==> src/assert_macros.svh <==
// Assertion macros used by the moving-average lookup datapath.
`ifndef ASSERT_MACROS_SVH
`define ASSERT_MACROS_SVH
`ifndef NO_ASSERTIONS
// Checked property, held off while reset is low.
`define SWA_ASSERT(label, prop, msg) \
  label: assert property (@(posedge clk) disable iff (!rst_n) prop) else $error(msg);
// Checked property that also runs through reset.
`define SWA_ASSERT_NR(label, prop, msg) \
  label: assert property (@(posedge clk) prop) else $error(msg);
`else
`define SWA_ASSERT(label, prop, msg)
`define SWA_ASSERT_NR(label, prop, msg)
`endif
`endif

==> src/swa_pkg.sv <==
// Shared widths, record type and controller/datapath interface structs.
package swa_pkg;

  localparam int MAX_WINDOW = 16;
  localparam int SLOT_W     = 4;
  localparam int CNT_W      = 5;
  localparam int WIN_W      = 5;
  localparam int KEY_W      = 27;
  localparam int PRICE_W    = 32;
  localparam int VOL_W      = 40;
  localparam int SUM_W      = 36;
  localparam int DIV_STEPS  = SUM_W;
  localparam int STEP_W     = $clog2(DIV_STEPS + 1);

  localparam logic [WIN_W-1:0] WINDOW_RESET = 5'd5;

  localparam logic OP_ADD    = 1'b0;
  localparam logic OP_LOOKUP = 1'b1;

  typedef struct packed {
    logic [KEY_W-1:0]   date_key;
    logic [PRICE_W-1:0] open_price;
    logic [PRICE_W-1:0] high_price;
    logic [PRICE_W-1:0] low_price;
    logic [PRICE_W-1:0] close_price;
    logic [VOL_W-1:0]   volume;
  } rec_t;

  typedef struct packed {
    logic capture;
    logic evict_rd;
    logic evict_sub;
    logic write;
    logic scan_start;
    logic scan_step;
    logic div_start;
    logic load_out;
  } swa_cmd_t;

  typedef struct packed {
    logic full;
    logic scan_done;
    logic div_busy;
    logic out_stall;
  } swa_stat_t;

endpackage

==> src/swa_div.sv <==
// Restoring divider, one quotient bit per cycle: running close sum by entry count.
module swa_div import swa_pkg::*; (
  input  logic               clk,
  input  logic               rst_n,
  input  logic               start,
  input  logic [SUM_W-1:0]   dividend,
  input  logic [CNT_W-1:0]   divisor,
  output logic               busy,
  output logic [PRICE_W-1:0] quotient
);

  logic [STEP_W-1:0] cnt_r, cnt_nxt;
  logic [CNT_W-1:0]  rem_r, rem_nxt;
  logic [SUM_W-1:0]  quo_r, quo_nxt;
  logic [CNT_W-1:0]  div_r, div_nxt;
  logic [CNT_W:0]    trial;
  logic              ge;

  assign trial = {rem_r, quo_r[SUM_W-1]};
  assign ge    = trial >= {1'b0, div_r};

  always_comb begin
    cnt_nxt = cnt_r;
    rem_nxt = rem_r;
    quo_nxt = quo_r;
    div_nxt = div_r;
    if (start) begin
      cnt_nxt = STEP_W'(DIV_STEPS);
      rem_nxt = '0;
      quo_nxt = dividend;
      div_nxt = divisor;
    end else if (cnt_r != '0) begin
      cnt_nxt = cnt_r - STEP_W'(1);
      // remainder stays below the divisor, so it fits back in CNT_W bits
      rem_nxt = ge ? CNT_W'(trial - {1'b0, div_r}) : trial[CNT_W-1:0];
      quo_nxt = {quo_r[SUM_W-2:0], ge};
    end
  end

  always_ff @(posedge clk) begin
    if (!rst_n) begin
      cnt_r <= '0;
    end else begin
      cnt_r <= cnt_nxt;
    end
    rem_r <= rem_nxt;
    quo_r <= quo_nxt;
    div_r <= div_nxt;
  end

  assign busy     = cnt_r != '0;
  assign quotient = quo_r[PRICE_W-1:0];

endmodule

==> src/swa_ctrl.sv <==
// Sequencer: add with eviction, newest-first lookup scan, divide, result hand-off.
module swa_ctrl import swa_pkg::*; (
  input  logic      clk,
  input  logic      rst_n,
  input  logic      in_valid,
  input  logic      in_operation,
  output logic      in_ready,
  input  swa_stat_t stat,
  output swa_cmd_t  cmd
);

  typedef enum logic [3:0] {
    S_IDLE,
    S_ADD_CHK,
    S_EVICT_RD,
    S_EVICT_SUB,
    S_WRITE,
    S_DIV_GO,
    S_SCAN_GO,
    S_SCAN,
    S_WAIT
  } state_t;

  state_t state_r, state_nxt;
  logic   in_ready_r, in_ready_nxt;

  always_comb begin
    state_nxt = state_r;
    cmd       = '0;
    case (state_r)
      S_IDLE: begin
        if (in_valid && in_ready_r) begin
          cmd.capture = 1'b1;
          state_nxt   = (in_operation == OP_ADD) ? S_ADD_CHK : S_SCAN_GO;
        end
      end
      S_ADD_CHK: begin
        state_nxt = stat.full ? S_EVICT_RD : S_WRITE;
      end
      S_EVICT_RD: begin
        cmd.evict_rd = 1'b1;
        state_nxt    = S_EVICT_SUB;
      end
      S_EVICT_SUB: begin
        cmd.evict_sub = 1'b1;
        state_nxt     = S_ADD_CHK;
      end
      S_WRITE: begin
        cmd.write = 1'b1;
        state_nxt = S_DIV_GO;
      end
      S_DIV_GO: begin
        cmd.div_start = 1'b1;
        state_nxt     = S_WAIT;
      end
      S_SCAN_GO: begin
        // sum and count do not move on a lookup, so divide alongside the scan
        cmd.scan_start = 1'b1;
        cmd.div_start  = 1'b1;
        state_nxt      = S_SCAN;
      end
      S_SCAN: begin
        cmd.scan_step = 1'b1;
        if (stat.scan_done) begin
          state_nxt = S_WAIT;
        end
      end
      S_WAIT: begin
        if (!stat.div_busy && !stat.out_stall) begin
          cmd.load_out = 1'b1;
          state_nxt    = S_IDLE;
        end
      end
      default: begin
        state_nxt = S_IDLE;
      end
    endcase
    in_ready_nxt = state_nxt == S_IDLE;
  end

  always_ff @(posedge clk) begin
    if (!rst_n) begin
      state_r    <= S_IDLE;
      in_ready_r <= 1'b0;
    end else begin
      state_r    <= state_nxt;
      in_ready_r <= in_ready_nxt;
    end
  end

  assign in_ready = in_ready_r;

endmodule

==> src/swa_dp.sv <==
// Datapath: record ring, window bookkeeping, lookup scan, divider and result register.
`include "assert_macros.svh"
module swa_dp import swa_pkg::*; (
  input  logic               clk,
  input  logic               rst_n,
  input  logic               cfg_valid,
  input  logic               cfg_ready,
  input  logic [WIN_W-1:0]   cfg_window_size,
  input  logic [KEY_W-1:0]   in_date_key,
  input  logic [PRICE_W-1:0] in_open_price,
  input  logic [PRICE_W-1:0] in_high_price,
  input  logic [PRICE_W-1:0] in_low_price,
  input  logic [PRICE_W-1:0] in_close_price,
  input  logic [VOL_W-1:0]   in_volume,
  input  swa_cmd_t           cmd,
  output swa_stat_t          stat,
  input  logic               out_ready,
  output logic               out_valid,
  output logic [PRICE_W-1:0] out_average_close,
  output logic [CNT_W-1:0]   out_entries_held,
  output logic               out_found,
  output logic [PRICE_W-1:0] out_found_open,
  output logic [PRICE_W-1:0] out_found_high,
  output logic [PRICE_W-1:0] out_found_low,
  output logic [PRICE_W-1:0] out_found_close,
  output logic [VOL_W-1:0]   out_found_volume
);

  rec_t mem [MAX_WINDOW];
  rec_t rec_r;
  rec_t rd_data_r;
  rec_t hit_rec_r;

  logic [WIN_W-1:0]  win_r, win_nxt;
  logic [CNT_W-1:0]  count_r, count_nxt;
  logic [SLOT_W-1:0] oldest_r, oldest_nxt;
  logic [SUM_W-1:0]  sum_r, sum_nxt;
  logic [CNT_W-1:0]  idx_r, idx_nxt;
  logic              rd_pend_r, rd_pend_nxt;
  logic              found_r, found_nxt;
  logic              out_valid_r, out_valid_nxt;

  logic [PRICE_W-1:0] avg_r;
  logic [CNT_W-1:0]   held_r;
  logic               ofound_r;
  rec_t               orec_r;

  logic [WIN_W-1:0]   eff_win;
  logic [SLOT_W-1:0]  wr_addr, scan_addr, rd_addr;
  logic               scan_issue, hit, cfg_wr;
  logic               div_busy;
  logic [PRICE_W-1:0] div_q;

  assign cfg_wr = cfg_valid && cfg_ready;

  always_comb begin
    if (win_r == '0) begin
      eff_win = WIN_W'(1);
    end else if (win_r > WIN_W'(MAX_WINDOW)) begin
      eff_win = WIN_W'(MAX_WINDOW);
    end else begin
      eff_win = win_r;
    end
  end

  assign wr_addr   = oldest_r + count_r[SLOT_W-1:0];
  // idx counts down from the newest held entry; index 0 of a full ring wraps
  assign scan_addr = oldest_r + idx_r[SLOT_W-1:0] - SLOT_W'(1);
  assign rd_addr   = cmd.evict_rd ? oldest_r : scan_addr;

  assign scan_issue = cmd.scan_step && (idx_r != '0) && !found_r;
  assign hit        = cmd.scan_step && rd_pend_r && !found_r &&
                      (rd_data_r.date_key == rec_r.date_key);

  always_comb begin
    win_nxt       = win_r;
    count_nxt     = count_r;
    oldest_nxt    = oldest_r;
    sum_nxt       = sum_r;
    idx_nxt       = idx_r;
    rd_pend_nxt   = rd_pend_r;
    found_nxt     = found_r;
    out_valid_nxt = out_valid_r;

    if (cfg_wr) begin
      win_nxt    = cfg_window_size;
      count_nxt  = '0;
      oldest_nxt = '0;
      sum_nxt    = '0;
    end else if (cmd.evict_sub) begin
      count_nxt  = count_r - CNT_W'(1);
      oldest_nxt = oldest_r + SLOT_W'(1);
      sum_nxt    = sum_r - SUM_W'(rd_data_r.close_price);
    end else if (cmd.write) begin
      count_nxt = count_r + CNT_W'(1);
      sum_nxt   = sum_r + SUM_W'(rec_r.close_price);
    end

    if (cmd.capture) begin
      found_nxt = 1'b0;
    end else if (hit) begin
      found_nxt = 1'b1;
    end

    if (cmd.scan_start) begin
      idx_nxt     = count_r;
      rd_pend_nxt = 1'b0;
    end else if (cmd.scan_step) begin
      rd_pend_nxt = scan_issue;
      if (scan_issue) begin
        idx_nxt = idx_r - CNT_W'(1);
      end
    end

    if (cmd.load_out) begin
      out_valid_nxt = 1'b1;
    end else if (out_ready) begin
      out_valid_nxt = 1'b0;
    end
  end

  always_ff @(posedge clk) begin
    if (!rst_n) begin
      win_r       <= WINDOW_RESET;
      count_r     <= '0;
      oldest_r    <= '0;
      sum_r       <= '0;
      idx_r       <= '0;
      rd_pend_r   <= 1'b0;
      found_r     <= 1'b0;
      out_valid_r <= 1'b0;
    end else begin
      win_r       <= win_nxt;
      count_r     <= count_nxt;
      oldest_r    <= oldest_nxt;
      sum_r       <= sum_nxt;
      idx_r       <= idx_nxt;
      rd_pend_r   <= rd_pend_nxt;
      found_r     <= found_nxt;
      out_valid_r <= out_valid_nxt;
    end
  end

  // record ring
  always_ff @(posedge clk) begin
    if (cmd.write) begin
      mem[wr_addr] <= rec_r;
    end
    rd_data_r <= mem[rd_addr];
  end

  always_ff @(posedge clk) begin
    if (cmd.capture) begin
      rec_r.date_key    <= in_date_key;
      rec_r.open_price  <= in_open_price;
      rec_r.high_price  <= in_high_price;
      rec_r.low_price   <= in_low_price;
      rec_r.close_price <= in_close_price;
      rec_r.volume      <= in_volume;
    end
    if (hit) begin
      hit_rec_r <= rd_data_r;
    end
    if (cmd.load_out) begin
      avg_r    <= (count_r == '0) ? '0 : div_q;
      held_r   <= count_r;
      ofound_r <= found_r;
      orec_r   <= found_r ? hit_rec_r : '0;
    end
  end

  swa_div u_div (
    .clk      (clk),
    .rst_n    (rst_n),
    .start    (cmd.div_start),
    .dividend (sum_r),
    .divisor  (count_r),
    .busy     (div_busy),
    .quotient (div_q)
  );

  assign stat.full      = count_r >= eff_win;
  assign stat.scan_done = found_r || ((idx_r == '0) && !rd_pend_r);
  assign stat.div_busy  = div_busy;
  assign stat.out_stall = out_valid_r && !out_ready;

  assign out_valid         = out_valid_r;
  assign out_average_close = avg_r;
  assign out_entries_held  = held_r;
  assign out_found         = ofound_r;
  assign out_found_open    = orec_r.open_price;
  assign out_found_high    = orec_r.high_price;
  assign out_found_low     = orec_r.low_price;
  assign out_found_close   = orec_r.close_price;
  assign out_found_volume  = orec_r.volume;

  `SWA_ASSERT(a_count_in_window, count_r <= eff_win, "entry count exceeds window")
  `SWA_ASSERT(a_empty_sum_zero, (count_r == '0) |-> (sum_r == '0), "empty window, nonzero sum")
  `SWA_ASSERT(a_load_after_div, cmd.load_out |-> !div_busy, "result loaded mid-divide")
  `SWA_ASSERT_NR(a_reset_clears, !rst_n |=> (count_r == '0) && !out_valid_r, "reset left state")

endmodule

==> src/sliding_window_average_keyed_lookup.sv <==
// Top level: moving average of close prices with date-keyed record lookup.
//
// Input channel (in_valid/in_ready): one item per handshake. Operation add
// appends a price record, evicting the oldest one when the window is full;
// operation lookup finds the newest held record with a matching date key.
// Result channel (out_valid/out_ready): one item per input item, carrying the
// truncated average close, the entry count and, for a lookup hit, the record.
// Config channel (cfg_valid/cfg_ready, always ready): writes window_size and
// empties the window. Write it only while no item is in flight.
// The 36-step bit-serial divider is the longest step from accept to out_valid;
// the lookup scan (one entry a cycle, newest first) runs beside it.
// One item is worked at a time; the next is taken the cycle after its result
// is registered. A result waiting on out_ready holds the block in its last
// step until taken. Reset (rst_n low, synchronous) empties the window, sets
// window_size to 5 and drops any pending result.
module sliding_window_average_keyed_lookup import swa_pkg::*; (
  input  logic               clk,
  input  logic               rst_n,
  input  logic               cfg_valid,
  output logic               cfg_ready,
  input  logic [WIN_W-1:0]   cfg_window_size,
  input  logic               in_valid,
  output logic               in_ready,
  input  logic               in_operation,
  input  logic [KEY_W-1:0]   in_date_key,
  input  logic [PRICE_W-1:0] in_open_price,
  input  logic [PRICE_W-1:0] in_high_price,
  input  logic [PRICE_W-1:0] in_low_price,
  input  logic [PRICE_W-1:0] in_close_price,
  input  logic [VOL_W-1:0]   in_volume,
  output logic               out_valid,
  input  logic               out_ready,
  output logic [PRICE_W-1:0] out_average_close,
  output logic [CNT_W-1:0]   out_entries_held,
  output logic               out_found,
  output logic [PRICE_W-1:0] out_found_open,
  output logic [PRICE_W-1:0] out_found_high,
  output logic [PRICE_W-1:0] out_found_low,
  output logic [PRICE_W-1:0] out_found_close,
  output logic [VOL_W-1:0]   out_found_volume
);

  swa_cmd_t  cmd;
  swa_stat_t stat;

  assign cfg_ready = 1'b1;

  swa_ctrl u_ctrl (
    .clk          (clk),
    .rst_n        (rst_n),
    .in_valid     (in_valid),
    .in_operation (in_operation),
    .in_ready     (in_ready),
    .stat         (stat),
    .cmd          (cmd)
  );

  swa_dp u_dp (
    .clk               (clk),
    .rst_n             (rst_n),
    .cfg_valid         (cfg_valid),
    .cfg_ready         (cfg_ready),
    .cfg_window_size   (cfg_window_size),
    .in_date_key       (in_date_key),
    .in_open_price     (in_open_price),
    .in_high_price     (in_high_price),
    .in_low_price      (in_low_price),
    .in_close_price    (in_close_price),
    .in_volume         (in_volume),
    .cmd               (cmd),
    .stat              (stat),
    .out_ready         (out_ready),
    .out_valid         (out_valid),
    .out_average_close (out_average_close),
    .out_entries_held  (out_entries_held),
    .out_found         (out_found),
    .out_found_open    (out_found_open),
    .out_found_high    (out_found_high),
    .out_found_low     (out_found_low),
    .out_found_close   (out_found_close),
    .out_found_volume  (out_found_volume)
  );

endmodule

==> config.mk <==
export PLATFORM = sky130hd
export DESIGN_NAME = sliding_window_average_keyed_lookup
export DESIGN_NICKNAME = d
export VERILOG_FILES = /design/src/swa_pkg.sv /design/src/swa_div.sv /design/src/swa_ctrl.sv /design/src/swa_dp.sv /design/src/sliding_window_average_keyed_lookup.sv
export VERILOG_INCLUDE_DIRS = /design/src /design/src/src
export SDC_FILE = /design/constraint.sdc
export NUM_CORES = 2
export LEC_CHECK = 0
export BUFFER_PORTS_ARGS = -buffer_cell sky130_fd_sc_hd__buf_4
export CELL_PAD_IN_SITES_DETAIL_PLACEMENT = 1
export CELL_PAD_IN_SITES_GLOBAL_PLACEMENT = 1
export CORE_MARGIN = 2
export CORE_UTILIZATION = 55
export DETAILED_ROUTE_END_ITERATION = 10
export HOLD_SLACK_MARGIN = 0.02
export PLACE_DENSITY_LB_ADDON = 0.25
export SYNTH_ARGS = -nofsm -noshare
export SYNTH_HDL_FRONTEND = slang
export SYNTH_SLANG_ARGS = --single-unit
==> constraint.sdc <==
create_clock -name clk -period 23.7 [get_ports clk]
set_clock_uncertainty 0.1 [all_clocks]
set_input_delay 1.185 -clock clk [delete_from_list [all_inputs] [get_ports clk]]
set_output_delay 1.185 -clock clk [all_outputs]
set_load 0.02 [all_outputs]
### Word-level counts from Yosys, hierarchy flattened

Memories as Yosys holds them, arrays and structs flattened. A register that Yosys moved wholly into a read port is not among the register bits.
Index checks and enable logic that the tools add are counted.

* register bits: 684
* output and inout port bits: 209
* memory bits (writable): 3120
* logic and storage cells: 127
* memories kept: 1

Memory list
* u_dp.mem: depth 16, width 195, read ports 1, clocked after memory_dff 1, write ports 1, RTL line swa_dp.sv:29 `rec_t mem [MAX_WINDOW];`

* $lt $le $gt $ge: 3
* reduce and logical (&&, ||, !) cells: 33
* bitwise logic cells: 1
* multiplexer cells: 35
* add/subtract/negate cells: 11
* equality and inequality tests: 9

Operators with widths (count)
* $mux 36: 4
* $mux 5: 8
* $add 36x32->36: 1
* $pmux 4 s9: 1
* $sub 36x32->36: 1
* $eq 27x27->1: 1
* $eq 4x3->1 const B: 4
* $mux 4: 4
* $logic_not 5->1: 3
* $mux 1: 14
* $mux 6: 2
* $reduce_bool 2->1: 5
* $reduce_or 2->1: 5
* $sub 5x1->5 const B: 2
* $logic_and 1x1->1: 9
* $add 4x4->4: 2
* $eq 4x2->1 const B: 2
* $logic_not 4->1: 2
* $ge 6x5->1: 1
* $mux 3: 2
* $reduce_bool 6->1: 1
* $sub 6x1->6 const B: 1
* $add 5x1->5 const B: 1
* $ge 5x5->1: 1
* 11 further kinds: 15

### Depth between registers and ports, before layout

* word-level depth: 7
* depth in mapped cells: 21
* gate-level depth less buffers: 21

### Cells and area by module

From an unflattened synthesis, not the netlist that was laid out.

* cells, all modules: 6352
* area total of the unflattened synthesis: 147859.3 um2

Modules (own cells, without submodules)
* swa_dp: area an instance 144855.2 um2, times used 1, cells an instance 6103
* swa_div: area an instance 2671.3 um2, times used 1, cells an instance 202
* swa_ctrl: area an instance 321.6 um2, times used 1, cells an instance 45
* sliding_window_average_keyed_lookup: area an instance 11.3 um2, times used 1, cells an instance 2

### Worst setup path after synthesis

OpenSTA, ideal clock, no wires.

* path kind: reg-to-reg
* start point: register u_ctrl.state_r[0]
* end point: register u_dp.hit_rec_r[0] in the netlist's numbering (enable)
* slack: 5495 ps
* required time: 22489 ps
* arrival: 16994 ps
* cell stages (with the launch flop): 6
* cells stage by stage: dfxtp_1 -> clkbuf_1 -> nand2_1 -> nor3_1 -> nand4_1 -> nor4_1

* cells in the longest elaborated chain, start to end: 5

RTL lines
* from (decl): RTL line swa_ctrl.sv:24 `state_t state_r, state_nxt;`
* from (signal assigned): RTL line swa_ctrl.sv:86 `state_r <= state_nxt;`
* $eq 4x3->1: RTL line swa_ctrl.sv:30 `case (state_r)`
* $mux 1: RTL line swa_ctrl.sv:30
* $logic_and 1x1->1 (3 in a row): RTL line swa_dp.sv:72 `assign hit = cmd.scan_step && rd_pend_r && !found_r &&`
* named net u_dp.hit: RTL line swa_dp.sv:50 `logic scan_issue, hit, cfg_wr;`
* to (signal assigned): RTL line swa_dp.sv:162 `hit_rec_r <= rd_data_r;`
* to (decl): RTL line swa_dp.sv:32 `rec_t hit_rec_r;`

The timed path passes the listed nets, and every way through them passes these cells.
A chain may end at the register's enable or synchronous reset.

### Final worst setup path

* start point: register u_ctrl.state_r[1]
* end point: register, netlist name u_dp.rd_data_r[144]

* cells in the longest elaborated chain, start to end: 3

RTL lines
* $eq 4x2->1: RTL line swa_ctrl.sv:30
* $mux 1: RTL line swa_ctrl.sv:30
* $mux 4: RTL line swa_dp.sv:69 `assign rd_addr = cmd.evict_rd ? oldest_r : scan_addr;`

Every way passes these cells.

==> results by group <==
Floorplanning
  • Std-Cell Rows: 190
  • Core box area: 0.268 mm2
  • Die Area: ~0.27 mm2
  • Initial cell density of the core: 0.554
  • I/O Pins: just over 400
  • Die W: 524 um
  • Die H: around 520 um

Min path
  • Hold_sp: u_dp.rd_data_r[125]
  • Hold Path Class: flop to flop
  • Worst hold endpoint: u_dp.hit_rec_r[125]
  • Worst Hold Depth: 0

Global route
  • Largest net degree at the start of global routing: around 140
  • Initial antenna violation count: 19
  • First-pass GRT wire length: around 550 mm
  • Grt ovf: 0
  • GRT Overall Usage: 0.277
  • Vias in the first global route: 79600

CTS
  • Clk root buf: clkbuf_16
  • Hold_buf cts: 0
  • TritonCTS clock tree: built
  • H-tree level count: 5
  • Setup bufs post-CTS: 0
  • # resized after CTS: 0
  • Clk buf depth: 4
  • Num CTS Buffers: slightly below 400
  • CTS clk-pin slew, worst paths: roughly 0.06 ns
  • Clock Latency Late Sink: around 0.96 ns
  • Clk sinks: 3999

Setup path
  • CP Class: flop to flop
  • Critical Path End Type: flop
  • CP peak stage delay: roughly 0.91 ns
  • CP arrival: 8.09 ns
  • Setup slack, reg-to-reg: approximately 16 ns
  • CP required: 24.36 ns
  • CP dominant cell by count: buf_4
  • FF-to-FF path depth: 13
  • CP max stage cell: buf_4
  • Crit path buf inv count: 6
  • Reg-to-Reg Start: u_ctrl.state_r[1]
  • Worst setup path startpoint: u_ctrl.state_r[1]
  • Crit path max fanout: about 110
  • Worst-path cell chain: nor2b_1 -> nand2_1 -> a21oi_4 -> buf_4 -> buf_12 -> buf_4 -> buf_4 -> buf_4 -> buf_4 -> mux4_2 -> and2_1 -> a211oi_1 -> a31oi_1
  • Startpoint types: flop
  • CP top delay family: buffers and inverters
  • FF-to-FF End: u_dp.rd_data_r[144]

Yosys
  • Mapped Cells: 7254
  • Syn Nets: approximately 7500
  • Synth Warn #: 0
  • Synth async-reset ratio: 0
  • Area of the mapped netlist: 0.149 mm2
  • Netlist cell types: a little under 60
  • Seq/Total Area, Yosys: 0.790
  • Average cell area after synthesis: approximately 20 um2
  • Yosys reg bits: between 3000 and 4000
  • Most used DFF post-synth: edfxtp_1
  • Number of synthesized flops with an enable pin: 3730

Placement
  • Port buffer count: about 410
  • DP HPWL: just under 200 mm
  • Placed cell count: 11000
  • Final Wtd Congestion: between 0.8 and 0.9

Cells and area
  • Fillers: around 22000
  • Layout cells sized above 1: 0.241
  • Area added between synthesis and finish: 14.0%
  • Cell Count, Final, Fillers Out: around 12000
  • Register area: roughly 0.12 mm2
  • Area of the multi-input gates: approximately 0.03 mm2
  • Nets@finish: between 8000 and 9000

Power and ir drop
  • Leakage: 55.7 nW
  • Cell-internal power: about 13 mW
  • Switching power: 4.61 mW
  • Combinational power share: 0.145
  • Reg power frac: 0.496
  • Sw Share: 0.259
  • Clk pwr share: 0.359
  • Peak VDD IR: ~0.082 mV
  • Pwr dens: 105 mW/mm2

Routing
  • WL final: roughly 380 mm
  • Routed WL per cell: approximately 32 um
  • Initial DRT Pass Iterations: 6
  • 1st-iter DRT viols: ~8400
  • Vias: approximately 74000
  • Drt via density: approximately 6.3
  • # DRC: 0
  • ANT nets after route: 0

Run status
  • Status: complete, no violations

Timing
  • Unrepaired setup endpoints after global routing: no
  • Setup TNS: 0 ns
  • Setup Viol. Count Final: 0
  • F_max: roughly 130 MHz
  • Least-Margin Pin Slew: between 1 and 1.5 ns
  • Fin crit share: 0.314
  • Worst slew margin: 0.248
  • Max Slew Vio Count: 0
  • Final Hold Viols: 0
  • Min Tclk post-route: approximately 7.4 ns

Run
  • MaxCap Viol Count: 0
-- logic make-up after synthesis --
kind of cell,after synthesis,synth area share
AO/OA/AOI/OAI,629,0.0279
buffers and inverters,400,0.0109
adder cells (fa/ha/maj),64,0.00564
other,1,0.0000252
flip-flops,3999,0.790
XOR/XNOR,101,0.00595
AND/OR/NAND/NOR,1270,0.0412
multiplexers,790,0.119
-- through the flow --
stage	cell area, um2	util	total power, mW	hold slack (ns)	worst slack (ns)
final	169000	0.632	17.8	0.289	16.27
after detailed placement	156000	0.582	11.5	0.290	16.35
after global routing	169000	0.631	18.4	0.271	15.85
after CTS	169000	0.631	17.9	0.216	16.25
after global placement	156000	0.582	11.4	0.286	16.59
after floorplan	149000	-	10.6	0.286	5.50
-- cells in the final DEF (no fill, tap or decap), types with 12 or more instances in the layout --
| master | n |
|---|---|
| clkinvlp_4 | 14 |
| ha_1 | 59 |
| edfxtp_1 | 3730 |
| nand3_1 | 28 |
| dfxtp_1 | 268 |
| and2_1 | 364 |
| bufinv_16 | 38 |
| clkbuf_1 | 102 |
| clkinv_2 | 63 |
| o21ai_0 | 61 |
| a211oi_1 | 208 |
| a21oi_1 | 81 |
| or3_1 | 13 |
| nor2_1 | 65 |
| nand2_1 | 638 |
| xnor2_1 | 47 |
| inv_6 | 12 |
| nand4_1 | 13 |
| a31oi_1 | 201 |
| buf_4 | 538 |
| nor2_4 | 16 |
| clkbuf_8 | 41 |
| nor2b_1 | 55 |
| xor2_1 | 53 |
| nor3_1 | 23 |
| mux4_2 | 780 |
| clkinv_1 | 44 |
| buf_12 | 17 |
| nand2b_1 | 12 |
| clkbuf_16 | 409 |
| a21o_1 | 25 |
| inv_1 | 34 |
-- cell type report --
class / instances / share of cell area
Sequential cell: 3999 / 0.693
Multi-Input combinational cell: 2855 / 0.176
Inverter: 36 / 0.000842
Timing Repair Buffer: 555 / 0.0258
Tap cell: 3552 / 0.0262
Antenna cell: 3 / 0.0000443
Clock buffer: 552 / 0.0660
Clock inverter: 187 / 0.0123
-- sequential cells by signal, summed over array words and instances, names as in the netlist, 36 cells and up --
signal	cells
u_dp.sum_r	36
u_dp.rd_data_r	195
u_dp.mem	3120
u_dp.out_found_volume	40
u_dp.hit_rec_r	168
u_dp.u_div.quo_r	36
u_dp.rec_r	195
-- power by group through the flow --
stage	combinational, mW	clock, mW	sequential (mW)
after floorplan	1.83	0	8.81
after global placement	2.48	0	8.91
after detailed placement	2.56	0	8.96
after CTS	2.61	6.48	8.83
after global routing	2.79	6.71	8.88
final	2.58	6.40	8.84
-- worst register-to-register path: stages (launching register included) --
cell	delay [ns]
dfxtp_1	0.55
nor2b_1	0.37
nand2_1	0.40
a21oi_4	0.25
buf_4	0.60
buf_12	0.63
buf_4	0.73
buf_4	0.70
buf_4	0.95
buf_4	0.93
mux4_2	0.45
and2_1	0.19
a211oi_1	0.31
a31oi_1	0.10
-- worst max-delay path by stage --
stage	to	cells after the start
6_report	u_dp.rd_data_r[144]	13
5_1_grt	u_dp.rd_data_r[144]	13
4_1_cts	u_dp.rd_data_r[144]	13
3_5_place_dp	u_dp.rd_data_r[137]	13
3_3_place_gp	u_dp.rd_data_r[135]	13
2_1_floorplan	u_dp.hit_rec_r[0]	5
-- metal layers --
metal | vias up | GRT usage | routed length, um
li1 | 30400 | - | -
met1 | 39400 | 0.387 | 150000
met2 | 3613 | 0.457 | 188000
met3 | 648 | 0.0425 | 29400
met4 | 10 | 0.0864 | 11500
met5 | - | 0 | 53
-- Yosys cell counts, types with 5 or more instances --
cell	n	area share
edfxtp_1	3730	0.75
mux4_2	780	0.12
nand2_1	638	0.016
and2_1	364	0.015
dfxtp_1	269	0.036
clkbuf_1	224	0.0057
a211oi_1	208	0.011
a31oi_1	201	0.0085
buf_2	91	0.0031
a21oi_1	83	0.0028
nor2_1	83	0.0021
o21ai_0	61	0.0021
ha_1	59	0.0050
nor2b_1	56	0.0024
xor2_1	54	0.0032
buf_1	48	0.0012
xnor2_1	47	0.0028
inv_1	35	0.00088
nand3_1	29	0.00098
a21o_1	26	0.0013
nor3_1	23	0.00077
nand4_1	13	0.00055
or3_1	13	0.00055
nand2b_1	12	0.00050
nor4_1	11	0.00046
mux2i_1	10	0.00067
and3_1	9	0.00038
o21a_1	8	0.00040
fa_1	5	0.00067
Note: power is estimated with default switching activity, not from simulation.
